[src/hdl/assert_macros.svh]
// Assertion helpers shared by the RTL modules.
// Every check is sampled on aclk and is off while aresetn is low.
`ifndef ASSERT_MACROS_SVH
`define ASSERT_MACROS_SVH

// Property that must hold on every clock edge after reset.
`define ASSERT_ALWAYS(label, expr, msg) \
    label: assert property (@(posedge aclk) disable iff (!aresetn) (expr)) \
        else $error(msg);

// Implication of the form antecedent |-> or |=> consequent.
`define ASSERT_IMPL(label, prop, msg) \
    label: assert property (@(posedge aclk) disable iff (!aresetn) prop) \
        else $error(msg);

`endif

[src/hdl/wsca_pkg.sv]
package wsca_pkg;

    // Sector codes and angle constants
    localparam logic [3:0]  SECTOR_UNDEF = 4'd8;
    localparam int unsigned STEP_DEG     = 45;
    localparam int unsigned FULL_DEG     = 360;

    // Config port
    localparam int unsigned ADDR_W  = 4;
    localparam int unsigned DATA_W  = 64;
    localparam int unsigned TABLE_W = 60;
    localparam logic        REG_SECTOR_TABLE = 1'b0;   // register index, paddr[3]

    // Status handed from a ring to the pipeline
    typedef struct packed {
        logic       wrap;   // this push completed a full pass of the ring
        logic [2:0] avg;    // average sector after this word
    } ring_stat_t;

    // Angle of a sector; undefined (8) gives 360
    function automatic logic [8:0] angle_of(input logic [3:0] s);
        return 9'(s) * 9'(STEP_DEG);
    endfunction

    // ((sum / depth) % 360) / 45 without a divider: sum never exceeds
    // 360 * depth, so the sector is a count of threshold crossings.
    function automatic logic [2:0] avg_sector(input logic [15:0] sum,
                                              input int unsigned depth);
        logic [2:0] a;
        a = '0;
        for (int k = 1; k < 8; k++) begin
            if (32'(sum) >= 32'(STEP_DEG * k * depth)) begin
                a = 3'(k);
            end
        end
        if (32'(sum) >= 32'(FULL_DEG * depth)) begin
            a = '0;
        end
        return a;
    endfunction

endpackage

[src/hdl/wsca_cell.sv]
module wsca_cell
    import wsca_pkg::*;
#(
    parameter int unsigned SW = 4
) (
    input  logic          aclk,
    input  logic          aresetn,
    input  logic          en,
    input  logic [SW-1:0] d,
    output logic [SW-1:0] q
);

    logic [SW-1:0] cell_reg;

    // One ring entry; takes its neighbor's value on each push
    always_ff @(posedge aclk) begin
        if (!aresetn) begin
            cell_reg <= '0;
        end else if (en) begin
            cell_reg <= d;
        end
    end

    assign q = cell_reg;

endmodule

[src/hdl/wsca_ring.sv]
module wsca_ring
    import wsca_pkg::*;
#(
    parameter int unsigned DEPTH = 10,
    parameter int unsigned SW    = 4
) (
    input  logic          aclk,
    input  logic          aresetn,
    input  logic          push,
    input  logic [SW-1:0] din,
    output ring_stat_t    stat
);

    `include "assert_macros.svh"

    localparam int unsigned CNT_W  = $clog2(DEPTH);
    localparam int unsigned SUM_W  = $clog2(FULL_DEG * DEPTH + 1);
    localparam int unsigned SUM_W1 = SUM_W + 1;

    logic [SW-1:0]    tap [DEPTH];
    logic [CNT_W-1:0] cnt_reg;
    logic [SUM_W-1:0] sum_reg;
    logic [SUM_W-1:0] sum_next;
    logic [SUM_W-1:0] sum_after;

    // Shift line of cells: oldest entry falls off the tail
    for (genvar i = 0; i < DEPTH; i++) begin : g_cell
        wsca_cell #(.SW(SW)) u_cell (
            .aclk    (aclk),
            .aresetn (aresetn),
            .en      (push),
            .d       ((i == 0) ? din : tap[(i == 0) ? 0 : i - 1]),
            .q       (tap[i])
        );
    end

    // Running angle sum: drop the tail, add the new word
    assign sum_next = SUM_W'(SUM_W1'(sum_reg) + SUM_W1'(angle_of(4'(din)))
                             - SUM_W1'(angle_of(4'(tap[DEPTH-1]))));
    assign sum_after = push ? sum_next : sum_reg;

    always_ff @(posedge aclk) begin
        if (!aresetn) begin
            cnt_reg <= '0;
            sum_reg <= '0;
        end else if (push) begin
            sum_reg <= sum_next;
            cnt_reg <= (cnt_reg == CNT_W'(DEPTH - 1)) ? '0 : cnt_reg + 1'b1;
        end
    end

    // Status for the word being pushed (or current state when idle)
    assign stat.wrap = push && (cnt_reg == CNT_W'(DEPTH - 1));
    assign stat.avg  = avg_sector(16'(sum_after), DEPTH);

    `ASSERT_IMPL(a_wrap_cnt, (push && stat.wrap) |=> (cnt_reg == '0),
        "ring count did not restart after wrap")
    `ASSERT_IMPL(a_sum_hold, !push |=> $stable(sum_reg),
        "ring sum changed without a push")
    `ASSERT_ALWAYS(a_sum_range, sum_reg <= SUM_W'(FULL_DEG * DEPTH),
        "ring sum above full-circle bound")

endmodule

[src/hdl/wind_sector_cascaded_average.sv]
// Channel  | Ports                                    | Word
// ---------+------------------------------------------+------------------------------
// input    | s_valid, s_ready, s_adc_sample           | one vane ADC reading
// result   | m_valid, m_ready, m_sector_now,          | sector and three average
//          | m_angle_short, m_angle_mid, m_angle_long | angles, one per input word
// config   | psel, penable, pwrite, paddr, pwdata,    | sector table at address 0
//          | prdata, pready                           |
//
// One word per cycle sustained while m_ready stays high; a result is presented once its input word
// has passed through three stage registers, one for each ring's sum update and average.
// Reset (aresetn low, synchronous) zeroes all rings, sums, counts and the table.
// m_ready low holds the result; earlier stages keep accepting until all three
// stage registers are full, then s_ready drops.
module wind_sector_cascaded_average
    import wsca_pkg::*;
#(
    parameter int unsigned SHORT_DEPTH = 10,
    parameter int unsigned MID_DEPTH   = 6,
    parameter int unsigned LONG_DEPTH  = 60
) (
    input  logic              aclk,
    input  logic              aresetn,
    // input channel
    input  logic              s_valid,
    output logic              s_ready,
    input  logic [11:0]       s_adc_sample,
    // result channel
    output logic              m_valid,
    input  logic              m_ready,
    output logic [3:0]        m_sector_now,
    output logic [8:0]        m_angle_short,
    output logic [8:0]        m_angle_mid,
    output logic [8:0]        m_angle_long,
    // config port
    input  logic              psel,
    input  logic              penable,
    input  logic              pwrite,
    input  logic [ADDR_W-1:0] paddr,
    input  logic [DATA_W-1:0] pwdata,
    output logic [DATA_W-1:0] prdata,
    output logic              pready
);

    `include "assert_macros.svh"

    logic [TABLE_W-1:0] table_reg;
    logic [63:0]        table_ext;
    logic [3:0]         code;
    logic [3:0]         sec_in;

    logic       v1_reg, v2_reg, vo_reg;
    logic       rdy1, rdy2, rdy_o;
    logic       ld1, ld2, ld3;

    logic [3:0] sec1_reg, sec2_reg, seco_reg;
    logic [2:0] savg1_reg, savg2_reg, savgo_reg;
    logic       swrap1_reg;
    logic [2:0] mavg2_reg, mavgo_reg;
    logic       mwrap2_reg;
    logic [2:0] lavgo_reg;

    ring_stat_t short_stat, mid_stat, long_stat;

    // Config register write and read-back
    always_ff @(posedge aclk) begin
        if (!aresetn) begin
            table_reg <= '0;
        end else if (psel && penable && pwrite && pready &&
                     (paddr[3] == REG_SECTOR_TABLE)) begin
            table_reg <= pwdata[TABLE_W-1:0];
        end
    end

    assign pready = 1'b1;
    assign prdata = (paddr[3] == REG_SECTOR_TABLE) ? DATA_W'(table_reg) : '0;

    // Sector lookup: index fifteen lands on the padded undefined code
    assign table_ext = {SECTOR_UNDEF, table_reg};
    assign code      = table_ext[{s_adc_sample[11:8], 2'b00} +: 4];
    assign sec_in    = (code >= SECTOR_UNDEF) ? SECTOR_UNDEF : code;

    // Per-stage handshake
    assign rdy_o   = !vo_reg || m_ready;
    assign rdy2    = !v2_reg || rdy_o;
    assign rdy1    = !v1_reg || rdy2;
    assign s_ready = rdy1;
    assign ld1     = s_valid && rdy1;
    assign ld2     = v1_reg && rdy2;
    assign ld3     = v2_reg && rdy_o;

    // Cascade of rings, each pushed by its own stage
    wsca_ring #(.DEPTH(SHORT_DEPTH), .SW(4)) u_short (
        .aclk    (aclk),
        .aresetn (aresetn),
        .push    (ld1),
        .din     (sec_in),
        .stat    (short_stat)
    );

    wsca_ring #(.DEPTH(MID_DEPTH), .SW(3)) u_mid (
        .aclk    (aclk),
        .aresetn (aresetn),
        .push    (ld2 && swrap1_reg),
        .din     (savg1_reg),
        .stat    (mid_stat)
    );

    wsca_ring #(.DEPTH(LONG_DEPTH), .SW(3)) u_long (
        .aclk    (aclk),
        .aresetn (aresetn),
        .push    (ld3 && mwrap2_reg),
        .din     (mavg2_reg),
        .stat    (long_stat)
    );

    // Stage valids
    always_ff @(posedge aclk) begin
        if (!aresetn) begin
            v1_reg <= 1'b0;
            v2_reg <= 1'b0;
            vo_reg <= 1'b0;
        end else begin
            if (rdy1) begin
                v1_reg <= s_valid;
            end
            if (rdy2) begin
                v2_reg <= v1_reg;
            end
            if (rdy_o) begin
                vo_reg <= v2_reg;
            end
        end
    end

    // Stage payloads
    always_ff @(posedge aclk) begin
        if (ld1) begin
            sec1_reg   <= sec_in;
            savg1_reg  <= short_stat.avg;
            swrap1_reg <= short_stat.wrap;
        end
        if (ld2) begin
            sec2_reg   <= sec1_reg;
            savg2_reg  <= savg1_reg;
            mavg2_reg  <= mid_stat.avg;
            mwrap2_reg <= mid_stat.wrap;
        end
        if (ld3) begin
            seco_reg  <= sec2_reg;
            savgo_reg <= savg2_reg;
            mavgo_reg <= mavg2_reg;
            lavgo_reg <= long_stat.avg;
        end
    end

    // Result word
    assign m_valid       = vo_reg;
    assign m_sector_now  = seco_reg;
    assign m_angle_short = angle_of({1'b0, savgo_reg});
    assign m_angle_mid   = angle_of({1'b0, mavgo_reg});
    assign m_angle_long  = angle_of({1'b0, lavgo_reg});

    `ASSERT_IMPL(a_empty_ready, !vo_reg |-> s_ready,
        "input stalled with an empty output stage")
    `ASSERT_IMPL(a_mid_fill, ld2 |=> v2_reg,
        "word lost between first and second stage")
    `ASSERT_IMPL(a_out_hold, (m_valid && !m_ready) |=> (m_valid && $stable(m_sector_now)),
        "result word changed while stalled")

endmodule
[config.mk]
export PLATFORM = sky130hd
export DESIGN_NAME = wind_sector_cascaded_average
export DESIGN_NICKNAME = d
export VERILOG_FILES = /design/src/hdl/wsca_pkg.sv /design/src/hdl/wsca_cell.sv /design/src/hdl/wsca_ring.sv /design/src/hdl/wind_sector_cascaded_average.sv
export VERILOG_INCLUDE_DIRS = /design/src /design/src/hdl
export SDC_FILE = /design/constraint.sdc
export NUM_CORES = 1
export LEC_CHECK = 0
export BUFFER_PORTS_ARGS = -buffer_cell sky130_fd_sc_hd__buf_2
export CAP_MARGIN = 0
export CORE_ASPECT_RATIO = 1.1
export CORE_MARGIN = 2
export CORE_UTILIZATION = 45
export CTS_CLUSTER_DIAMETER = 120
export DETAILED_ROUTE_END_ITERATION = 6
export PLACE_DENSITY = 0.75
export SLEW_MARGIN = 15
export SYNTH_ARGS = -nofsm -noshare
export SYNTH_HDL_FRONTEND = slang
export SYNTH_SLANG_ARGS = --single-unit
[constraint.sdc]
create_clock -name aclk -period 11.45 [get_ports aclk]
set_input_delay 2.29 -clock aclk [delete_from_list [all_inputs] [get_ports aclk]]
set_output_delay 2.29 -clock aclk [all_outputs]
set_load 0.02 [all_outputs]
Word level (Yosys, flattened, before mapping). Index checks and enable logic that the tools add are counted.

Register bits after elaboration: 379. Latch bits: 0. RAM bits: 0. Bits in read-only memories: 0. Bits of input ports: 87. Output and inout bits: 98. Logic and storage cells: 186. Memories kept: 0.

Add/subtract/negate cells: 8. Multipliers: 9. Divide/modulo/power cells: 0. Magnitude comparators: 25. Eq/ne operators: 2. Shift-type cells: 1. Multiplexer cells: 28. Bitwise operators: 1. Reduce and logical (&&, ||, !) cells: 16.

Operator list (count): >= comparator 12 x 11 -> 1 bit, second input constant (6); indexed part select 64 x 7 -> 4 bit (1); multiplier 3 x 6 -> 9 bit, second input constant (7); >= comparator 12 bit, second input constant (5); two-way mux 60 bit (1); >= comparator 15 x 14 -> 1 bit, second input constant (3); two-way mux 3 bit (13); >= comparator 12 x 10 -> 1 bit, second input constant (3); >= comparator 15 x 13 -> 1 bit, second input constant (2); >= comparator 15 bit, second input constant (2); adder 12 x 9 -> 12 bit (2); >= comparator 12 x 9 -> 1 bit, second input constant (2); two-way mux 12 bit (2); subtractor 12 x 9 -> 12 bit (2); multiplier 4 x 6 -> 9 bit, second input constant (2); adder 15 x 9 -> 15 bit (1); >= comparator 15 x 12 -> 1 bit, second input constant (1); two-way mux 15 bit (1); subtractor 15 x 9 -> 15 bit (1); two-way mux 2 bit (6); logical AND 1 bit (10); two-way mux 4 bit (2); adder 4 x 1 -> 4 bit, second input constant (1); == test 4 bit, second input constant (1); other kinds (7) (13).

Longest topological paths before layout. Gate-level depths: netlist of run 1.

Depth after elaboration: 15. Mapped depth: 28. Mapped depth without buffers: 26.

Modules after synthesis. A second synthesis of run 1 with hierarchy kept.

Cell total of the unflattened synthesis: 2076. Area total of the unflattened synthesis: 20886.3 µm².

By module, submodules not included: wsca_cell (u_long.g_cell[0].u_cell ...) (instances 66, cells each 9, area each 108.9 µm², seq. area each 60.1 µm²); wind_sector_cascaded_average (instances 1, cells each 491, area each 4853.4 µm², seq. area each 2222.1 µm²); wsca_ring (u_long) (instances 1, cells each 310, area each 2626.3 µm², seq. area each 420.4 µm²); wsca_ring (u_short) (instances 1, cells each 289, area each 2507.4 µm², seq. area each 320.3 µm²); wsca_ring (u_mid) (instances 1, cells each 262, area each 2150.8 µm², seq. area each 300.3 µm²); wsca_cell (u_short.g_cell[0].u_cell ...) (instances 10, cells each 13, area each 156.4 µm², seq. area each 80.1 µm²).

Worst setup path after synthesis of run 1. OpenSTA, ideal clock, no wires.

Kind: input to register. From: input port s_adc_sample[9]. To: register savg1_reg[0] (data pin). Library setup time: 0.254 ns. Data arrival time: 8.110 ns. Data required time: 11.196 ns. Slack: 3.085 ns. Cell stages on the path: 24. Path buffers: 2. Cell sequence: clkbuf_1 buf_1 mux4_2 mux4_2 nor2b_1 ha_1 fa_1 ha_1 a21oi_1 o21bai_1 a21oi_1 xnor2_1 xnor2_1 fa_1 inv_1 ha_1 nand2_1 nor3_1 a211oi_1 xnor2_1 a21oi_1 o41ai_1 a211oi_1 o21a_1.

Cells in the longest elaborated chain, start to end: 15. Elaborated cells on any way between the ends: 22. Those cells by class: 2 x add/sub; 1 x mul; 9 x order compare; 1 x shift; 9 x mux.

Ends and longest elaborated chain: from (decl) (RTL line wind_sector_cascaded_average.sv:26) `input logic [11:0] s_adc_sample,`; indexed part select 64 x 7 -> 4 bit (*) (RTL line wind_sector_cascaded_average.sv:79) `assign code = table_ext[{s_adc_sample[11:8], 2'b00} +: 4];`; >= comparator 4 bit (RTL line wind_sector_cascaded_average.sv:80) `assign sec_in = (code >= SECTOR_UNDEF) ? SECTOR_UNDEF : code;`; two-way mux 4 bit (*) (RTL line wind_sector_cascaded_average.sv:80); multiplier 4 x 6 -> 9 bit (*) (RTL line wsca_pkg.sv:22) `return 9'(s) * 9'(STEP_DEG);`; adder 12 x 9 -> 12 bit (*) (RTL line wsca_ring.sv:38) `assign sum_next = SUM_W'(SUM_W1'(sum_reg) + SUM_W1'(angle_of(4'(din)))`; subtractor 12 x 9 -> 12 bit (*) (RTL line wsca_ring.sv:39) `- SUM_W1'(angle_of(4'(tap[DEPTH-1]))));`; two-way mux 12 bit (*) (RTL line wsca_ring.sv:40) `assign sum_after = push ? sum_next : sum_reg;`; >= comparator 12 x 9 -> 1 bit (RTL line wsca_pkg.sv:32) `if (32'(sum) >= 32'(STEP_DEG * k * depth)) begin`; two-way mux 1 bit (RTL line wsca_pkg.sv:32); two-way mux 2 bit (2 in a row) (RTL line wsca_pkg.sv:32); two-way mux 3 bit (4 in a row) (RTL line wsca_pkg.sv:32); to (signal assigned) (RTL line wind_sector_cascaded_average.sv:139) `savg1_reg <= short_stat.avg;`; to (decl) (RTL line wind_sector_cascaded_average.sv:56) `logic [2:0] savg1_reg, savg2_reg, savgo_reg;`.

Every way passes the cells marked *; elsewhere a longest branch is shown, timed or not. A chain may end at the register's enable or synchronous reset.

Worst setup path after layout of run 1.
From: input port s_adc_sample[8]. To: register savg1_reg[0] (data pin).

The elaborated chain is that of the path after synthesis.

==> results of run 1 <==
-- power by group through the flow --
stage | combinational, uW | clock [uW] | sequential [uW]
2_1_floorplan | 2770 | 0 | 1490
3_3_place_gp | 3290 | 0 | 1510
3_5_place_dp | 3410 | 0 | 1520
4_1_cts | 3440 | 1370 | 1490
5_1_grt | 3890 | 1420 | 1500
6_report | 3480 | 1330 | 1490
-- cells in the final DEF (no fill, tap or decap), types with 12 or more instances in the layout --
master and count:
and2_1 17, nor2b_1 79, a211oi_1 14, dfxtp_1 347, xnor2_1 23, o21a_1 23, a21o_1 22, xor2_1 16
nand2_1 637, inv_1 147, ha_1 106, a21oi_1 354, clkinv_2 13, edfxtp_1 32, nor3_1 28, clkbuf_16 42
buf_2 164, mux4_2 16, o21ai_0 38, nor2_1 68, buf_4 12, fa_1 51
-- final cells by class --
class | count | area share (%)
Sequential cell | 379 | 36.4
Tap cell | 567 | 3.27
Clock buffer | 50 | 5.12
Timing Repair Buffer | 177 | 4.32
Multi-Input combinational cell | 1658 | 47.0
Inverter | 149 | 2.61
Clock inverter | 24 | 1.22
-- metrics by stage --
step / hold slack [ns] / total power (uW) / std cells / instance area [um^2] / setup slack [ns]
after floorplan: 0.400 / 4260 / 2323 / 19200 / 3.09
after global placement: 0.408 / 4810 / 2929 / 20300 / 2.65
after detailed placement: 0.405 / 4930 / 2929 / 20300 / 2.47
after CTS: 0.418 / 6300 / 3003 / 21700 / 2.91
after global routing: 0.440 / 6810 / 3004 / 21700 / 2.38
final: 0.419 / 6300 / 3004 / 21700 / 2.91
-- per-layer routing --
metal  up-vias  share of wire, %  routed length, um  track usage [%]
met4         0               3.5               1440             7.85
li1       7862                 -                  -                -
met1      7263                43              17500             21.7
met5         -                 0                  0                0
met3        97               6.6               2700             4.04
met2       449                47              19300             32.3
-- final timing paths --
kind | startpoint | end | slack (ns) | cells after the start
worst max-delay path | s_adc_sample[8] | savg1_reg[0] | 2.91 | 24
worst min-delay path | sec2_reg[2] | m_sector_now[2] | 0.42 | 0
worst max register to register | table_reg[35] | savg1_reg[0] | 4.84 | 23
worst min register to register | sec2_reg[2] | m_sector_now[2] | 0.42 | 0
-- cells by family (layout without fill, tap and decap cells) --
logic type,Yosys count,after routing,synth area share [%]
other,2,7,0.0391
xor gates and xnor gates,39,39,1.78
AOI/OAI and AO/OA,541,541,16.8
adders and majority gates,157,157,12.2
buffers and inverters,286,400,5.84
muxes,27,27,2.46
and+or+nand+nor,887,887,19.7
DFF,379,379,41.2
==> results.sh, run 1 <==
export IMPL_insertion_delay_ns=0.54
export IMPL_hold_viol=0
export IMPL_antenna_cells=0
export IMPL_drtIter0Drc=1096
export IMPL_worst_pin_slew_ns=1.17
export IMPL_synth_area_leaders="dfxtp_1, nand2_1, a21oi_1"
export IMPL_nets=2649
export IMPL_dr_pass1_iters=5
export IMPL_p_seq_share_pct=23.6
export IMPL_post_cts_buffers=0
export IMPL_grt_pass1_vias=15200
export IMPL_dpl_hpwl_um=27800
export IMPL_synth_seq_cells=379
export IMPL_syn2layout_area_growth_pct=13.0
export IMPL_synth_edff_count=32
export IMPL_critPathArrivalTime_ns=8.81
export IMPL_min_period_over_period_pct=74.6
export IMPL_final_core_util_pct=51.4
export IMPL_fmax_ghz=0.117
export IMPL_drc=0
export IMPL_final_seq_area_mm2=0.00791
export IMPL_synth_common_cells="nand2_1, a21oi_1, dfxtp_1, inv_1, clkbuf_1"
export IMPL_core_mm2=0.0422
export IMPL_cp_slowest_stage_delay_ns=0.62
export IMPL_ir_drop_mv=0.207
export IMPL_drive_gt1_share_pct=11.8
export IMPL_crit_path_end_kind="flop"
export IMPL_cts_hold_buf=0
export IMPL_tns_ns=0
export IMPL_crit_chain="buf_2 > mux4_2 > mux4_2 > nor2b_1 > ha_1 > fa_1 > ha_1 > a21oi_1 > o21bai_1 > a21oi_1 > xnor2_1 > xnor2_1 > fa_1 > inv_1 > ha_1 > nand3_1 > nand2_1 > a211oi_1 > xnor2_1 > a21oi_1 > inv_1 > o21ai_0 > a221oi_1 > o21a_1"
export IMPL_path_class="input port to flop"
export IMPL_die_h_um=221
export IMPL_yosys_area_top_type="dfxtp_1"
export IMPL_p_comb_share_pct=55.2
export IMPL_ios=185
export IMPL_cts_root_buf="clkbuf_16"
export IMPL_dieWidth_um=201
export IMPL_n_fill_cell=3876
export IMPL_antenna_found_initial=2
export IMPL_synth_warnings=0
export IMPL_crit_required_ns=11.72
export IMPL_portBuffers=164
export IMPL_cp_max_fo=17
export IMPL_syn_area_mm2=0.0192
export IMPL_num_rows=79
export IMPL_multi_input_area_mm2=0.0102
export IMPL_ys_async_sr_fraction_pct=0
export IMPL_start_kind="input port"
export IMPL_grt_ovfl_total=0
export IMPL_relSlewSlack_pct=22.0
export IMPL_clkPwrFrac_pct=21.2
export IMPL_hold_class="flop to flop"
export IMPL_clockBufferDepth=3
export IMPL_grt_pass1_wl_um=69500
export IMPL_place_congestion=0.889
export IMPL_die_area_mm2=0.0444
export IMPL_synth_seq_area_share_pct=41.2
export IMPL_track_usage_pct=18.4
export IMPL_skew_ns=0.0244
export IMPL_netlist_instances=2318
export IMPL_grt_max_degree=189
export IMPL_maxCapViolations=0
export IMPL_setup_violations_final=0
export IMPL_status="finished, final reports clean"
export IMPL_internal_power_uw=3640
export IMPL_ys_flop_type="dfxtp_1"
export IMPL_power_switching_uw=2660
export IMPL_cts_tree="done"
export IMPL_rsz0062_at_grt="no"
export IMPL_yosysMostFrequentCell="nand2_1"
export IMPL_clock_sinks=379
export IMPL_cts_buffers=40
export IMPL_h_tree_depth=2
export IMPL_swShare_pct=42.2
export IMPL_wl_um=41000
export IMPL_vias=15700
export IMPL_avgSynthCellArea_um2=8.29
export IMPL_ys_types=79
export IMPL_finalMaxSlewViolations=0
export IMPL_clkTransAtPathRegs_ns=0.06
export IMPL_start_util_pct=45.5
export IMPL_antenna_left=0
export IMPL_viasPerCell=5.22
export IMPL_largest_reg_flops=180
export IMPL_finalWorstPathRequiredPeriod_ns=8.54
export IMPL_slowest_stage="mux4_2"
export IMPL_avgRoutedWirePerCell_um=13.6
export IMPL_cts_repair_resized=0
export IMPL_cp_top_family="adder cells"
export IMPL_synth_top_cell_area_share_pct=36.2
export IMPL_worstPathBufferInverterCount=3
export IMPL_p_leak_uw=0.00850
export IMPL_power_density_mw_per_mm2=290
No activity file was read; power rests on OpenSTA's default activity.
==> run 2, diff against run 1 <==
--- a/config.mk
+++ b/config.mk
@@ -6,6 +6,7 @@
 export SDC_FILE = /design/constraint.sdc
 export NUM_CORES = 1
 export LEC_CHECK = 0
+export ABC_AREA = 1
 export BUFFER_PORTS_ARGS = -buffer_cell sky130_fd_sc_hd__buf_2
 export CAP_MARGIN = 0
 export CORE_ASPECT_RATIO = 1.1
==> constraint.sdc (replaced) <==
create_clock -name aclk -period 8.43 [get_ports aclk]
set_input_delay 1.686 -clock aclk [delete_from_list [all_inputs] [get_ports aclk]]
set_output_delay 1.686 -clock aclk [all_outputs]
set_load 0.02 [all_outputs]
==> results.sh, run 2 <==
export IMPL_status="finished, final reports clean"
export IMPL_die_h_um=223
export IMPL_synth_top_cell_area_share_pct=35.5
export IMPL_ir_drop_mv=0.296
export IMPL_cts_tree="done"
export IMPL_viasPerCell=5.00
export IMPL_avgSynthCellArea_um2=7.42
export IMPL_clock_sinks=379
export IMPL_synth_seq_area_share_pct=40.4
export IMPL_worstPathBufferInverterCount=7
export IMPL_antenna_cells=0
export IMPL_drive_gt1_share_pct=10.7
export IMPL_netlist_instances=2642
export IMPL_power_density_mw_per_mm2=342
export IMPL_path_class="input port to flop"
export IMPL_syn2layout_area_growth_pct=12.1
export IMPL_portBuffers=164
export IMPL_core_mm2=0.0431
export IMPL_vias=16600
export IMPL_critPathArrivalTime_ns=7.72
export IMPL_yosys_area_top_type="dfxtp_1"
export IMPL_cts_hold_buf=0
export IMPL_syn_area_mm2=0.0196
export IMPL_synth_common_cells="nor2_1, dfxtp_1, inv_1, o21ai_0, nand2_1"
export IMPL_final_common_cell="nor2_1"
export IMPL_ys_flop_type="dfxtp_1"
export IMPL_h_tree_depth=2
export IMPL_start_kind="input port"
export IMPL_cp_top_family="simple AND/OR/NAND/NOR gates"
export IMPL_final_cell_mix="nor2_1, dfxtp_1, inv_1"
export IMPL_hold_viol=0
export IMPL_cts_repair_resized=0
export IMPL_cp_max_fo=16
export IMPL_hold_class="flop to flop"
export IMPL_ys_async_sr_fraction_pct=0
export IMPL_antenna_left=0
export IMPL_dieWidth_um=203
export IMPL_cts_buffers=40
export IMPL_total_power_uw=7510
export IMPL_tns_ns=0
export IMPL_wl_met2_um=19700
export IMPL_clkTransAtPathRegs_ns=0.06
export IMPL_crit_required_ns=8.73
export IMPL_synth_seq_cells=379
export IMPL_grt_pass1_wl_um=70500
export IMPL_drc=0
export IMPL_final_core_util_pct=50.9
export IMPL_relSlewSlack_pct=21.4
export IMPL_skew_ns=0.0142
export IMPL_setup_violations_final=0
export IMPL_synth_area_leaders="dfxtp_1, nor2_1, o21ai_0"
export IMPL_wl_met1_um=18500
export IMPL_die_area_mm2=0.0452
export IMPL_slowest_stage="fa_1"
export IMPL_cts_root_buf="clkbuf_16"
export IMPL_crit_path_end_kind="flop"
export IMPL_n_fill_cell=3995
export IMPL_place_congestion=0.906
export IMPL_largest_reg_flops=180
export IMPL_num_rows=80
export IMPL_synth_edff_count=32
export IMPL_avgRoutedWirePerCell_um=12.5
export IMPL_yosysMostFrequentCell="nor2_1"
export IMPL_grt_max_degree=195
export IMPL_min_period_over_period_pct=88.0
export IMPL_grt_pass1_vias=15400
export IMPL_ios=185
export IMPL_synth_warnings=0
export IMPL_wl_um=41600
export IMPL_post_cts_buffers=0
export IMPL_ys_types=55
export IMPL_start_util_pct=45.4
export IMPL_finalWorstPathRequiredPeriod_ns=7.42
export IMPL_track_usage_pct=18.2
export IMPL_maxCapViolations=0
export IMPL_grt_ovfl_total=0
export IMPL_drtIter0Drc=1119
export IMPL_clockBufferDepth=3
export IMPL_insertion_delay_ns=0.55
export IMPL_route_met3_wl_um=2140
export IMPL_critical_path_most_common_cell="nand2_1"
export IMPL_worst_pin_slew_ns=1.18
export IMPL_p_leak_uw=0.0108
export IMPL_finalMaxSlewViolations=0
export IMPL_nets=2966
export IMPL_dpl_hpwl_um=28500
export IMPL_dr_pass1_iters=5
export IMPL_cp_slowest_stage_delay_ns=0.55
export IMPL_fmax_ghz=0.135
export IMPL_highest_layer="met4"
export IMPL_antenna_found_initial=0
export IMPL_rsz0062_at_grt="no"
==> run 2: stage by stage <==
step | cells | area (um^2) | hold WS [ns] | setup WS [ns]
after global placement | 3254 | 20600 | 0.406 | 0.593
after global routing | 3328 | 22000 | 0.427 | 0.361
after CTS | 3328 | 22000 | 0.419 | 1.04
after detailed placement | 3254 | 20600 | 0.406 | 0.476
final | 3328 | 22000 | 0.417 | 1.01
after floorplan | 2647 | 19600 | 0.400 | 1.52
==> run 2: area by class of cell <==
type	count	area (um^2)	share of cell area (%)
Multi-Input combinational cell	1785	9810	44.7
Sequential cell	379	7910	36.0
Inverter	346	1300	5.94
Clock buffer	57	1160	5.30
Timing Repair Buffer	170	876	3.99
Tap cell	574	718	3.27
Clock inverter	17	183	0.832
==> run 2: cell families after synthesis <==
kind of cell	Yosys count	synth area share [%]
flip-flops	379	40.4
AND/OR/NAND/NOR	1054	22.1
adder cells (fa/ha/maj)	157	12.0
buffers and inverters	483	9.71
AO/OA/AOI/OAI	537	14.4
XOR/XNOR	30	1.34
other	2	0.0383
==> run 2: worst paths after layout <==
kind                   startpoint            to  slack, ns  cells past startpoint
hold / removal        sec1_reg[1]   sec2_reg[1]       0.42                      0
setup / recovery  s_adc_sample[9]  savg1_reg[0]       1.01                     40
setup reg to reg    table_reg[39]  savg1_reg[0]       2.39                     38
hold reg to reg       sec1_reg[1]   sec2_reg[1]       0.42                      0
==> run 2: layer usage <==
metal	up-vias	GRT usage [%]
met1	7630	23.1
met2	398	31.2
met5	-	0
li1	8531	-
met3	71	2.77
met4	0	6.69
==> run 2: power breakdown <==
group / leakage (uW) / switching (uW) / internal (uW) / total (uW)
Combinational: 0.00701 / 2350 / 1380 / 3730
Sequential: 0.00313 / 68.1 / 1930 / 2000
Clock: 0.000658 / 734 / 1040 / 1770
Total: 0.0108 / 3160 / 4350 / 7510
